## src/hw/rtl/pfve_pkg.sv

```systemverilog
// Package with phase codes, widths and constants of the feature value extractor.
package pfve_pkg;
    localparam int MaxMessageBytes = 65536;
    localparam int PosW = $clog2(MaxMessageBytes + 1);

    typedef enum logic [3:0] {
        PH_OTAG, PH_OSKIPVAR, PH_OLEN, PH_OSKIPFIX, PH_OSKIPTO, PH_ITAG,
        PH_ISKIPVAR, PH_ILENVAL, PH_ILENOTHER, PH_ISKIPFIX, PH_ISKIPTO,
        PH_FLOAT, PH_INT, PH_HALT
    } t_phase;

    typedef logic [PosW-1:0] t_pos;

    typedef struct packed {
        logic        has_value;
        logic        value_is_integer;
        logic [63:0] value;
        logic        message_end;
        logic        stopped_early;
    } t_result;
endpackage

```

## src/hw/rtl/protobuf_feature_value_extractor.sv

```systemverilog
// Top level of the feature value extractor: input register, parser and output register.
// One message byte is accepted per cycle; each byte passes an input register, combinational
// decode logic and an output register, and its result is offered on the master side from the
// output register. Throughput is one byte per cycle; a stalled result holds the parser, and
// the input stalls only when both registers are full.
module protobuf_feature_value_extractor (
    input  logic        i_clk,
    input  logic        i_rst_n,
    input  logic        s_axis_tvalid,
    output logic        s_axis_tready,
    input  logic [23:0] s_axis_tdata,  // [7:0] data_byte, [23:8] message_length
    input  logic        s_axis_tuser,  // [0] start_of_message
    output logic        m_axis_tvalid,
    input  logic        m_axis_tready,
    output logic [63:0] m_axis_tdata,  // [63:0] value
    output logic [2:0]  m_axis_tuser,  // [0] has_value, [1] value_is_integer, [2] stopped_early
    output logic        m_axis_tlast   // message_end
);
    import pfve_pkg::*;

    logic        r_in_vld, r_out_vld, p_vld, adv;
    logic [23:0] r_data;
    logic        r_start;
    t_result     p_res, r_res;

    // The parser advances when the output register can take its result.
    assign adv = !r_out_vld || m_axis_tready;
    assign s_axis_tready = !r_in_vld || adv;

    always_ff @(posedge i_clk) begin
        if (!i_rst_n) begin
            r_in_vld <= 1'b0;
            r_out_vld <= 1'b0;
        end else begin
            if (s_axis_tready) r_in_vld <= s_axis_tvalid;
            if (adv) r_out_vld <= r_in_vld && p_vld;
        end
    end

    always_ff @(posedge i_clk) begin
        if (s_axis_tready && s_axis_tvalid) begin
            r_data <= s_axis_tdata;
            r_start <= s_axis_tuser;
        end
        if (adv) r_res <= p_res;
    end

    pfve_parser u_parser (
        .i_clk   (i_clk),
        .i_rst_n (i_rst_n),
        .i_valid (r_in_vld && adv),
        .i_byte  (r_data[7:0]),
        .i_start (r_start),
        .i_len   (r_data[23:8]),
        .o_valid (p_vld),
        .o_result(p_res)
    );

    assign m_axis_tvalid = r_out_vld;
    assign m_axis_tdata  = r_res.value;
    assign m_axis_tuser  = {r_res.stopped_early, r_res.value_is_integer, r_res.has_value};
    assign m_axis_tlast  = r_res.message_end;
endmodule

```

## src/hw/rtl/pfve_parser.sv

```systemverilog
// Parser state and per-byte decode logic of the feature value extractor.
module pfve_parser (
    input  logic                 i_clk,
    input  logic                 i_rst_n,
    input  logic                 i_valid,
    input  logic [7:0]           i_byte,
    input  logic                 i_start,
    input  logic [15:0]          i_len,
    output logic                 o_valid,
    output pfve_pkg::t_result    o_result
);
    import pfve_pkg::*;

    t_pos        r_bpos, n_bpos, r_mend, n_mend, r_oend, n_oend, r_iend, n_iend;
    t_phase      r_ph, n_ph;
    logic [63:0] r_acc, n_acc;
    logic [3:0]  r_vcnt, n_vcnt, r_skip, n_skip;
    logic [1:0]  r_kind, n_kind, r_fcnt, n_fcnt;
    logic [31:0] r_flt, n_flt;
    logic        r_halt, n_halt;

    always_comb begin
        t_pos        bpos, mend, pos, bound, room;
        t_phase      ph;
        logic [63:0] acc, tag;
        logic [3:0]  vcnt;
        logic [1:0]  kind;
        logic [31:0] flt;
        logic [1:0]  fcnt;
        logic        halt, inner, done, over, emit, isint, last;
        logic [63:0] val;
        logic [6:0]  sh;
        logic [3:0]  nfix;
        logic [2:0]  wt;
        bpos = r_bpos; mend = r_mend; ph = r_ph; acc = r_acc; vcnt = r_vcnt;
        kind = r_kind; flt = r_flt; fcnt = r_fcnt; halt = r_halt;
        n_oend = r_oend; n_iend = r_iend; n_skip = r_skip;
        emit = 1'b0; isint = 1'b0; last = 1'b0; val = '0; o_valid = 1'b0;
        pos = '0; room = '0; bound = '0; tag = '0; wt = '0; inner = 1'b0;
        nfix = '0; sh = '0; done = 1'b0; over = 1'b0;
        if (i_start) begin
            bpos = '0; n_oend = '0; kind = '0; n_iend = '0; n_skip = '0; halt = 1'b0;
            ph = PH_OTAG; acc = '0; vcnt = '0; flt = '0; fcnt = '0;
            mend = t_pos'(i_len);
        end
        if (i_valid && bpos < mend) begin
            pos = bpos + t_pos'(1);
            bpos = pos;
            // Varint step on the current accumulator.
            sh = 7'(vcnt) * 7'd7;
            if (sh < 7'd64)
                acc = acc | (64'(i_byte[6:0]) << sh[5:0]);
            done = !i_byte[7];
            over = i_byte[7] && (vcnt == 4'd9);
            inner = (ph == PH_ITAG);
            bound = inner ? n_oend : mend;
            tag = acc;
            wt = tag[2:0];
            nfix = (wt == 3'd1) ? 4'd8 : 4'd4;
            case (ph)
                PH_OTAG, PH_ITAG, PH_OSKIPVAR, PH_ISKIPVAR, PH_OLEN, PH_ILENVAL,
                PH_ILENOTHER, PH_INT: begin
                    if (!done) vcnt = vcnt + 4'd1;
                end
                default: ;
            endcase
            case (ph)
                PH_OTAG, PH_ITAG: begin
                    if (over) begin
                        if (inner) ph = PH_OSKIPTO;
                        else begin halt = 1'b1; ph = PH_HALT; end
                        acc = '0; vcnt = '0;
                    end else if (done) begin
                        acc = '0; vcnt = '0;
                        if (wt == 3'd0) ph = inner ? PH_ISKIPVAR : PH_OSKIPVAR;
                        else if (wt == 3'd1 || wt == 3'd5) begin
                            if ((PosW+1)'(pos) + (PosW+1)'(nfix) > (PosW+1)'(bound))
                                ph = inner ? PH_ITAG : PH_OTAG;
                            else begin
                                ph = inner ? PH_ISKIPFIX : PH_OSKIPFIX;
                                n_skip = nfix;
                            end
                        end else if (wt == 3'd2) begin
                            if (inner) ph = (tag[63:3] == 61'd1) ? PH_ILENVAL : PH_ILENOTHER;
                            else begin
                                kind = (tag[63:3] == 61'd2) ? 2'd1 :
                                       (tag[63:3] == 61'd3) ? 2'd2 : 2'd0;
                                ph = PH_OLEN;
                            end
                        end else ph = inner ? PH_ITAG : PH_OTAG;
                    end
                end
                PH_OSKIPVAR, PH_ISKIPVAR: begin
                    if (done || over) begin
                        ph = (ph == PH_OSKIPVAR) ? PH_OTAG : PH_ITAG;
                        acc = '0; vcnt = '0;
                    end
                end
                PH_OLEN: begin
                    room = mend - pos;
                    if (over || (done && acc > 64'(room))) begin
                        halt = 1'b1; ph = PH_HALT; acc = '0; vcnt = '0;
                    end else if (done) begin
                        n_oend = pos + t_pos'(acc);
                        ph = (kind != 2'd0) ? PH_ITAG : PH_OSKIPTO;
                        acc = '0; vcnt = '0;
                    end
                end
                PH_OSKIPFIX, PH_ISKIPFIX: begin
                    if (n_skip > 4'd0) n_skip = n_skip - 4'd1;
                    if (n_skip == 4'd0) begin
                        ph = (ph == PH_OSKIPFIX) ? PH_OTAG : PH_ITAG;
                        acc = '0; vcnt = '0;
                    end
                end
                PH_ILENVAL, PH_ILENOTHER: begin
                    room = (pos <= n_oend) ? n_oend - pos : '0;
                    if (over) begin
                        ph = PH_OSKIPTO; acc = '0; vcnt = '0;
                    end else if (done) begin
                        n_iend = (acc > 64'(room)) ? n_oend : pos + t_pos'(acc);
                        if (ph == PH_ILENVAL) ph = (kind == 2'd1) ? PH_FLOAT : PH_INT;
                        else ph = PH_ISKIPTO;
                        acc = '0; vcnt = '0;
                    end
                end
                PH_FLOAT: begin
                    flt = flt | (32'(i_byte) << {fcnt, 3'b000});
                    if (fcnt == 2'd3) begin
                        emit = 1'b1; val = 64'(flt); flt = '0; fcnt = '0;
                    end else fcnt = fcnt + 2'd1;
                end
                PH_INT: begin
                    if (done) begin
                        emit = 1'b1; isint = 1'b1; val = acc; acc = '0; vcnt = '0;
                    end else if (over) begin
                        ph = PH_ISKIPTO; acc = '0; vcnt = '0;
                    end
                end
                default: ;
            endcase
            if ((ph == PH_FLOAT || ph == PH_INT || ph == PH_ISKIPTO) && pos >= n_iend) begin
                ph = PH_ITAG; acc = '0; vcnt = '0; flt = '0; fcnt = '0;
            end
            if (ph >= PH_ITAG && ph <= PH_INT && pos >= n_oend) begin
                ph = PH_OTAG; acc = '0; vcnt = '0; flt = '0; fcnt = '0;
            end
            if (ph == PH_OSKIPTO && pos >= n_oend) begin
                ph = PH_OTAG; acc = '0; vcnt = '0; flt = '0; fcnt = '0;
            end
            if (pos >= mend) begin
                last = 1'b1;
                if ((ph == PH_OTAG && vcnt != 4'd0) || ph == PH_OLEN) halt = 1'b1;
            end
            o_valid = emit || last;
        end
        n_bpos = bpos; n_mend = mend; n_ph = ph; n_acc = acc; n_vcnt = vcnt;
        n_kind = kind; n_flt = flt; n_fcnt = fcnt; n_halt = halt;
        o_result.has_value = emit;
        o_result.value_is_integer = isint;
        o_result.value = val;
        o_result.message_end = last;
        o_result.stopped_early = last && halt;
    end

    always_ff @(posedge i_clk) begin
        if (!i_rst_n) begin
            r_bpos <= '0; r_mend <= '0; r_ph <= PH_OTAG; r_acc <= '0; r_vcnt <= '0;
            r_oend <= '0; r_kind <= '0; r_iend <= '0; r_skip <= '0; r_flt <= '0;
            r_fcnt <= '0; r_halt <= 1'b0;
        end else if (i_valid) begin
            r_bpos <= n_bpos; r_mend <= n_mend; r_ph <= n_ph; r_acc <= n_acc;
            r_vcnt <= n_vcnt; r_oend <= n_oend; r_kind <= n_kind; r_iend <= n_iend;
            r_skip <= n_skip; r_flt <= n_flt; r_fcnt <= n_fcnt; r_halt <= n_halt;
        end
    end
endmodule

```

## config.mk

```make
export PLATFORM = sky130hd
export DESIGN_NAME = protobuf_feature_value_extractor
export DESIGN_NICKNAME = d
export VERILOG_FILES = /design/src/hw/rtl/pfve_pkg.sv /design/src/hw/rtl/protobuf_feature_value_extractor.sv /design/src/hw/rtl/pfve_parser.sv
export SDC_FILE = /design/constraint.sdc
export NUM_CORES = 1
export LEC_CHECK = 0
export ABC_AREA = 1
export CAP_MARGIN = 20
export CORE_AREA = 8 8 306 308
export DETAILED_ROUTE_END_ITERATION = 10
export DIE_AREA = 0 0 314 316
export DONT_BUFFER_PORTS = 1
export SLEW_MARGIN = 20
export SYNTH_ARGS = -nofsm -noshare
export SYNTH_HDL_FRONTEND = slang
export SYNTH_HIERARCHICAL = 1
export SYNTH_SLANG_ARGS = --single-unit
```

## constraint.sdc

```tcl
create_clock -name i_clk -period 11.4 [get_ports i_clk]
set_clock_uncertainty 0.1 [all_clocks]
set_input_delay 0 -clock i_clk [delete_from_list [all_inputs] [get_ports i_clk]]
set_output_delay 0 -clock i_clk [all_outputs]
set_load 0.05 [all_outputs]
```

; ---- Word-level counts from Yosys, hierarchy flattened
; Cells that the tools add are included.
[totals]
inputBits = 29
wordCells = 247
memories = 0
ram_bits = 0
regBits = 276
mem_bits_ro = 0
latch_bits = 0
[classes]
n_shift = 2
magnitude_cmp = 12
bitwise_logic = 2
reduce_logical = 37
n_eq_ne = 24
n_div = 0
addsub = 8
muxes = 140
n_mul = 1
[ops]
columns = cell, count
row1 = 64-bit two-way mux, 15
row2 = 64-bit case mux with 5 select lines, 1
row3 = 17-bit two-way mux, 18
row4 = 32-bit two-way mux, 8
row5 = 4-bit two-way mux, 54
row6 = 64-bit by 17-bit greater-than comparator with 1-bit output, 2
row7 = 64-bit case mux with 2 select lines, 1
row8 = "61-bit by 2-bit equality test with 1-bit output, second input constant", 2
row9 = 64-bit bitwise OR, 1
row10 = 7-bit by 6-bit << shifter with 64-bit output, 1
row11 = "61-bit by 1-bit equality test with 1-bit output, second input constant", 1
row12 = 17-bit >= comparator, 3
row13 = 2-bit two-way mux, 18
row14 = 17-bit subtractor, 2
row15 = "4-bit equality test, second input constant", 8
row16 = 32-bit bitwise OR, 1
row17 = 8-bit by 5-bit << shifter with 32-bit output, 1
row18 = 4-bit case mux with 6 select lines, 1
row19 = 4-bit case mux with 5 select lines, 1
row20 = 17-bit by 4-bit adder with 18-bit output, 1
row21 = 18-bit by 17-bit greater-than comparator with 1-bit output, 1
row22 = "17-bit by 1-bit adder with 17-bit output, second input constant", 1
row23 = 17-bit adder, 1
row24 = 17-bit less-or-equal comparator, 1
row25 = other kinds (32), 82

; ---- Logic depth before layout (Yosys ltp)
[depth]
depth_word = 39
ltp_mapped = 74
depth_no_buf = 69

; ---- By module
; Netlist, hierarchy kept.
[by_module_without_submodules]
columns = module, area_each_um2, cells_per_inst, n_inst
row1 = pfve_parser, 19152.1, 3129, 1
row2 = protobuf_feature_value_extractor, 2890.3, 106, 1

; ---- Least setup slack after synthesis
; OpenSTA, ideal clock, no wires.
[synth_path]
kind = flip-flop to flip-flop
from = register r_start
to = register u_parser.r_acc[12]
t_arrival_ps = 8580
stages_incl_launch_ff = 70
setup_slack_ps = 2592
synth_period_minus_slack_ps = 8808
required_time_ps = 11172
path_cell_list = edfxtp_1 buf_6 buf_6 buf_4 clkbuf_1 clkbuf_1 nor2_1 ha_1 or2_2 nand2_1 ha_1 a21oi_1 inv_1 a31oi_1 nor2_1 o21ai_0 nand2_1 a21oi_1 (+34 left out) inv_1 nand3_1 or3_1 nor4_1 nand4_1 o211ai_1 inv_1 nand2_1 nand3_4 nand2_1 nand2_2 nor2_2 nor2_4 nand3_4 buf_4 o21ai_1 nand3_1 a21oi_1
[synth_between]
elab_chain_cells = 32
elab_cells_between_ends = 129
cone_classes = add/sub: 6 / mul: 1 / order compare: 11 / eq/ne: 19 / shift: 1 / mux: 69 / bitwise: 1 / reduce/logical: 21
[synth_lines]
columns = item, line_no
row1 = from (decl), protobuf_feature_value_extractor.sv:23  ; logic r_start;
row2 = from (signal assigned), protobuf_feature_value_extractor.sv:43  ; r_start <= s_axis_tuser;
row3 = 4-bit two-way mux, pfve_parser.sv:41  ; if (i_start) begin
row4 = 4-bit by 3-bit multiplier with 7-bit output, pfve_parser.sv:50  ; sh = 7'(vcnt) * 7'd7;
row5 = 7-bit by 6-bit << shifter with 64-bit output, pfve_parser.sv:52  ; acc = acc | (64'(i_byte[6:0]) << sh[5:0]);
row6 = 64-bit bitwise OR, pfve_parser.sv:52
row7 = 64-bit two-way mux, pfve_parser.sv:51  ; if (sh < 7'd64)
row8 = 64-bit two-way mux, pfve_parser.sv:46  ; if (i_valid && bpos < mend) begin
row9 = 3-bit by 1-bit equality test with 1-bit output, "pfve_parser.sv:59, pfve_parser.sv:76"
row10 = 4-bit two-way mux, pfve_parser.sv:59  ; nfix = (wt == 3'd1) ? 4'd8 : 4'd4;
row11 = (+15 left out), -
row12 = 4-bit by 3-bit >= comparator with 1-bit output or 4-bit less-or-equal comparator (tied branches), pfve_parser.sv:145  ; if (ph >= PH_ITAG && ph <= PH_INT && pos >= n_oend) begin
row13 = 1-bit logical AND (2 in a row), pfve_parser.sv:145
row14 = 4-bit two-way mux, pfve_parser.sv:145
row15 = 4-bit two-way mux, pfve_parser.sv:46
row16 = 4-bit by 3-bit equality test with 1-bit output, pfve_parser.sv:148  ; if (ph == PH_OSKIPTO && pos >= n_oend) begin
row17 = 1-bit logical AND, pfve_parser.sv:148
row18 = 64-bit two-way mux, pfve_parser.sv:148
row19 = 64-bit two-way mux *, pfve_parser.sv:46
row20 = to (signal assigned), pfve_parser.sv:172  ; r_bpos <= n_bpos; r_mend <= n_mend; r_ph <= n_ph; r_acc <= n_acc;
row21 = to (decl), pfve_parser.sv:16  ; logic [63:0] r_acc, n_acc;
; Mark *: on every way between the ends. The rest lies on a longest branch, timed or not. The select of a mux whose other input is x is not followed.
; A chain may end at the register's enable or synchronous reset.

; ---- Worst setup path after layout
[layout_path]
from = register r_start
to = register u_parser.r_acc[0]
; The elaborated chain is that of the path after synthesis.

==> out/results.tsv <==
metric	value	unit
outcome	finished, final reports clean	
Routed Antenna Nets	0	
Synth area leader	dfxtp_1	
max_cap viols	0	
number of DRC markers in iteration 0	2593	
IO Pins	99	
Hold Violations, Final	0	
fraction of layout cells with a size suffix above 1	0.0761	
Hold Crit Start	s_axis_tdata[6]	
largest family of logic cells by synthesized area	simple AND/OR/NAND/NOR gates	
min-delay worst type	in -> reg	
startpoint types	register	
Mapped Nets	3433	
sequential area share after synthesis	0.293	
worst r2r src	r_start	
vias in the first global route	20600	
Tcrit/Tclk final	0.911	
post-route minimum period	10380	ps
Cells after Synth	3235	
Mapped Area	22000	um^2
Crit path required time	11680	ps
# DRC	0	
WL/cell	18.5	um
R2R depth	52	
vias per cell	5.11	
Clock Latency Late Sink	570	ps
Final nets	3402	
CTS Sinks	276	
CORE AREA	89000	um^2
post-CTS setup buffer count	0	
Root Driver	clkbuf_16	
Routed WL	81600	um
Port Buffers	0	
Post-synth ARST share	0	
Final TNS setup	0	ps
Final WS setup	1020	ps
Worst VDD drop	0.0000961	V
commonest cells after routing, fill and taps aside	715 x nand2_1, 383 x a21oi_1, 298 x nor2_1	
power per cell area	122	nW/um^2
Synth Area in Adders	0.0987	
DR vias	22500	
Cell Area, Placed	23100	um^2
simple-gate share of the synthesized area	0.265	
site row count	110	
Yosys top cell area share	0.166	
CP endpoint	u_parser/r_acc[0]	
crit path DAT	10660	ps
Slew HR	0.258	
RSZ-0062 raised after global routing	no	
Worst Path Buf+Inv	10	
most used cell, CP	nand2_1	
Fmax achieved	0.0963	GHz
CP top delay family	simple AND/OR/NAND/NOR gates	
Pleak	10.6	nW
most common cell after layout, fill and taps aside	nand2_1	
gr usage total	0.157	
top_reg_cell synth	dfxtp_1	
Synth area leaders	dfxtp_1 17%, edfxtp_1 13%, nand2_1 12%	
largest stage delay on the critical path	530	ps
Placer Congestion	0.933	
Initial Util	0.248	
Crit. path cell count	52	
Netlist cell types	66	
Area Overhead vs Synth	12.4	%
cell area after layout	24800	um^2
EDFF count, synth	93	
Reg2Reg Setup Slack	1020	ps
Max Buffers Root-to-Sink	3	
gr ovfl total	0	
first-pass GRT wire length	124000	um
CP max-delay cell	buf_4	
worst-path maximum fanout	55	
mux contribution to synthesized area	0.000454	
hpwl dp	59000	um
critical path type	reg -> reg	
Synth Area in Compound Gates	0.224	
Max Slew Vio Count	0	
clock-pin slew on the worst setup and hold paths	60	ps
dpl ws	936	ps
Die Span Y	316	um
die area	99200	um^2
worst-margin pin slew	1110	ps
crit end category	register	
DRT Pass-1 Iters	6	
Die Wd	314	um
htree depth	2	
largest net degree at the start of global routing	96	
Setup-failing EPs final	0	
CTS tree	built	
hold_ws	14.0	ps
Yosys warning count	6	
initial antenna violation count	1	
CTS buffer count	36	
FF+latch count, synth	276	
Synth Area in XOR/XNOR	0.0224	
Mean Syn Cell Area	6.81	um^2
RR Endpoint	u_parser/r_acc[0]	
CP Launch Point	r_start	
-- per-stage QoR --
| step | cells | utilization | power [W] |
|---|---|---|---|
| final | 4408 | 0.278 | 0.00303 |
| after global routing | 4407 | 0.278 | 0.00318 |
| after CTS | 4407 | 0.278 | 0.00305 |
| after detailed placement | 4290 | 0.259 | 0.00188 |
| after global placement | 4290 | 0.259 | 0.00188 |
| after floorplan | 3235 | - | 0.00165 |
-- cell type report --
type | instances | area [um^2]
inverter | 329 | 1250
clock buffer | 48 | 966
antenna | 1 | 2.50
clock inverter | 17 | 164
tap | 1176 | 1470
sequential | 276 | 6460
fill | 9749 | 64300
multi-input combinational | 2457 | 13500
timing repair buffer | 104 | 953
-- layer usage --
layer  routed length [um]  global-route usage
met1                34600               0.205
met2                38200               0.262
met3                 5670              0.0226
met4                 3040              0.0573
met5                    0                   0
-- synth_stat cells (all sizes together) (32+ instances only) --
cell type	number
nand2	739
a21oi	390
inv	323
nor2	321
o21ai	274
dfxtp	183
nand3	175
ha	161
clkbuf	116
edfxtp	93
buf	54
a31oi	46
xor2	40
nand4	39
nor3	36
o211ai	36
o2111ai	33
or2	32
-- kinds of logic (layout without fill, tap and decap cells) --
group | after synthesis | after routing
compound gates | 878 | 878
xor+xnor | 53 | 53
fa+ha+maj | 169 | 169
buf+inv | 502 | 498
flops | 276 | 276
mux | 1 | 1
other cells | 0 | 1
simple gates | 1356 | 1356
-- state kept, by name, indices dropped and copies added, names as in the netlist, 17 cells and up --
name / flops
u_parser/r_acc: 64
r_data: 24
u_parser/r_iend: 17
u_parser/r_flt: 32
u_parser/r_bpos: 17
u_parser/r_mend: 17
u_parser/r_oend: 17
m_axis_tdata: 64
-- worst min-delay path by stage --
stage / end / depth (start not counted)
5_1_grt: r_data[6] / 1
2_1_floorplan: r_data[0] / 0
3_5_place_dp: r_data[21] / 0
6_report: r_data[6] / 1
3_3_place_gp: r_data[19] / 0
4_1_cts: r_data[2] / 1
-- power breakdown --
group	internal, W	switching, W	leakage (nW)
clock network	0.000647	0.000482	0.552
registers	0.00105	0.0000340	2.57
logic	0.000251	0.000560	7.44
-- timing repair --
action,4_1_cts,5_1_grt
setup endpoints to repair,0,101
hold buffers,52,0
resized for setup,0,2
endpoints found under the hold margin,185,0
(Power assumes the default switching activity.)
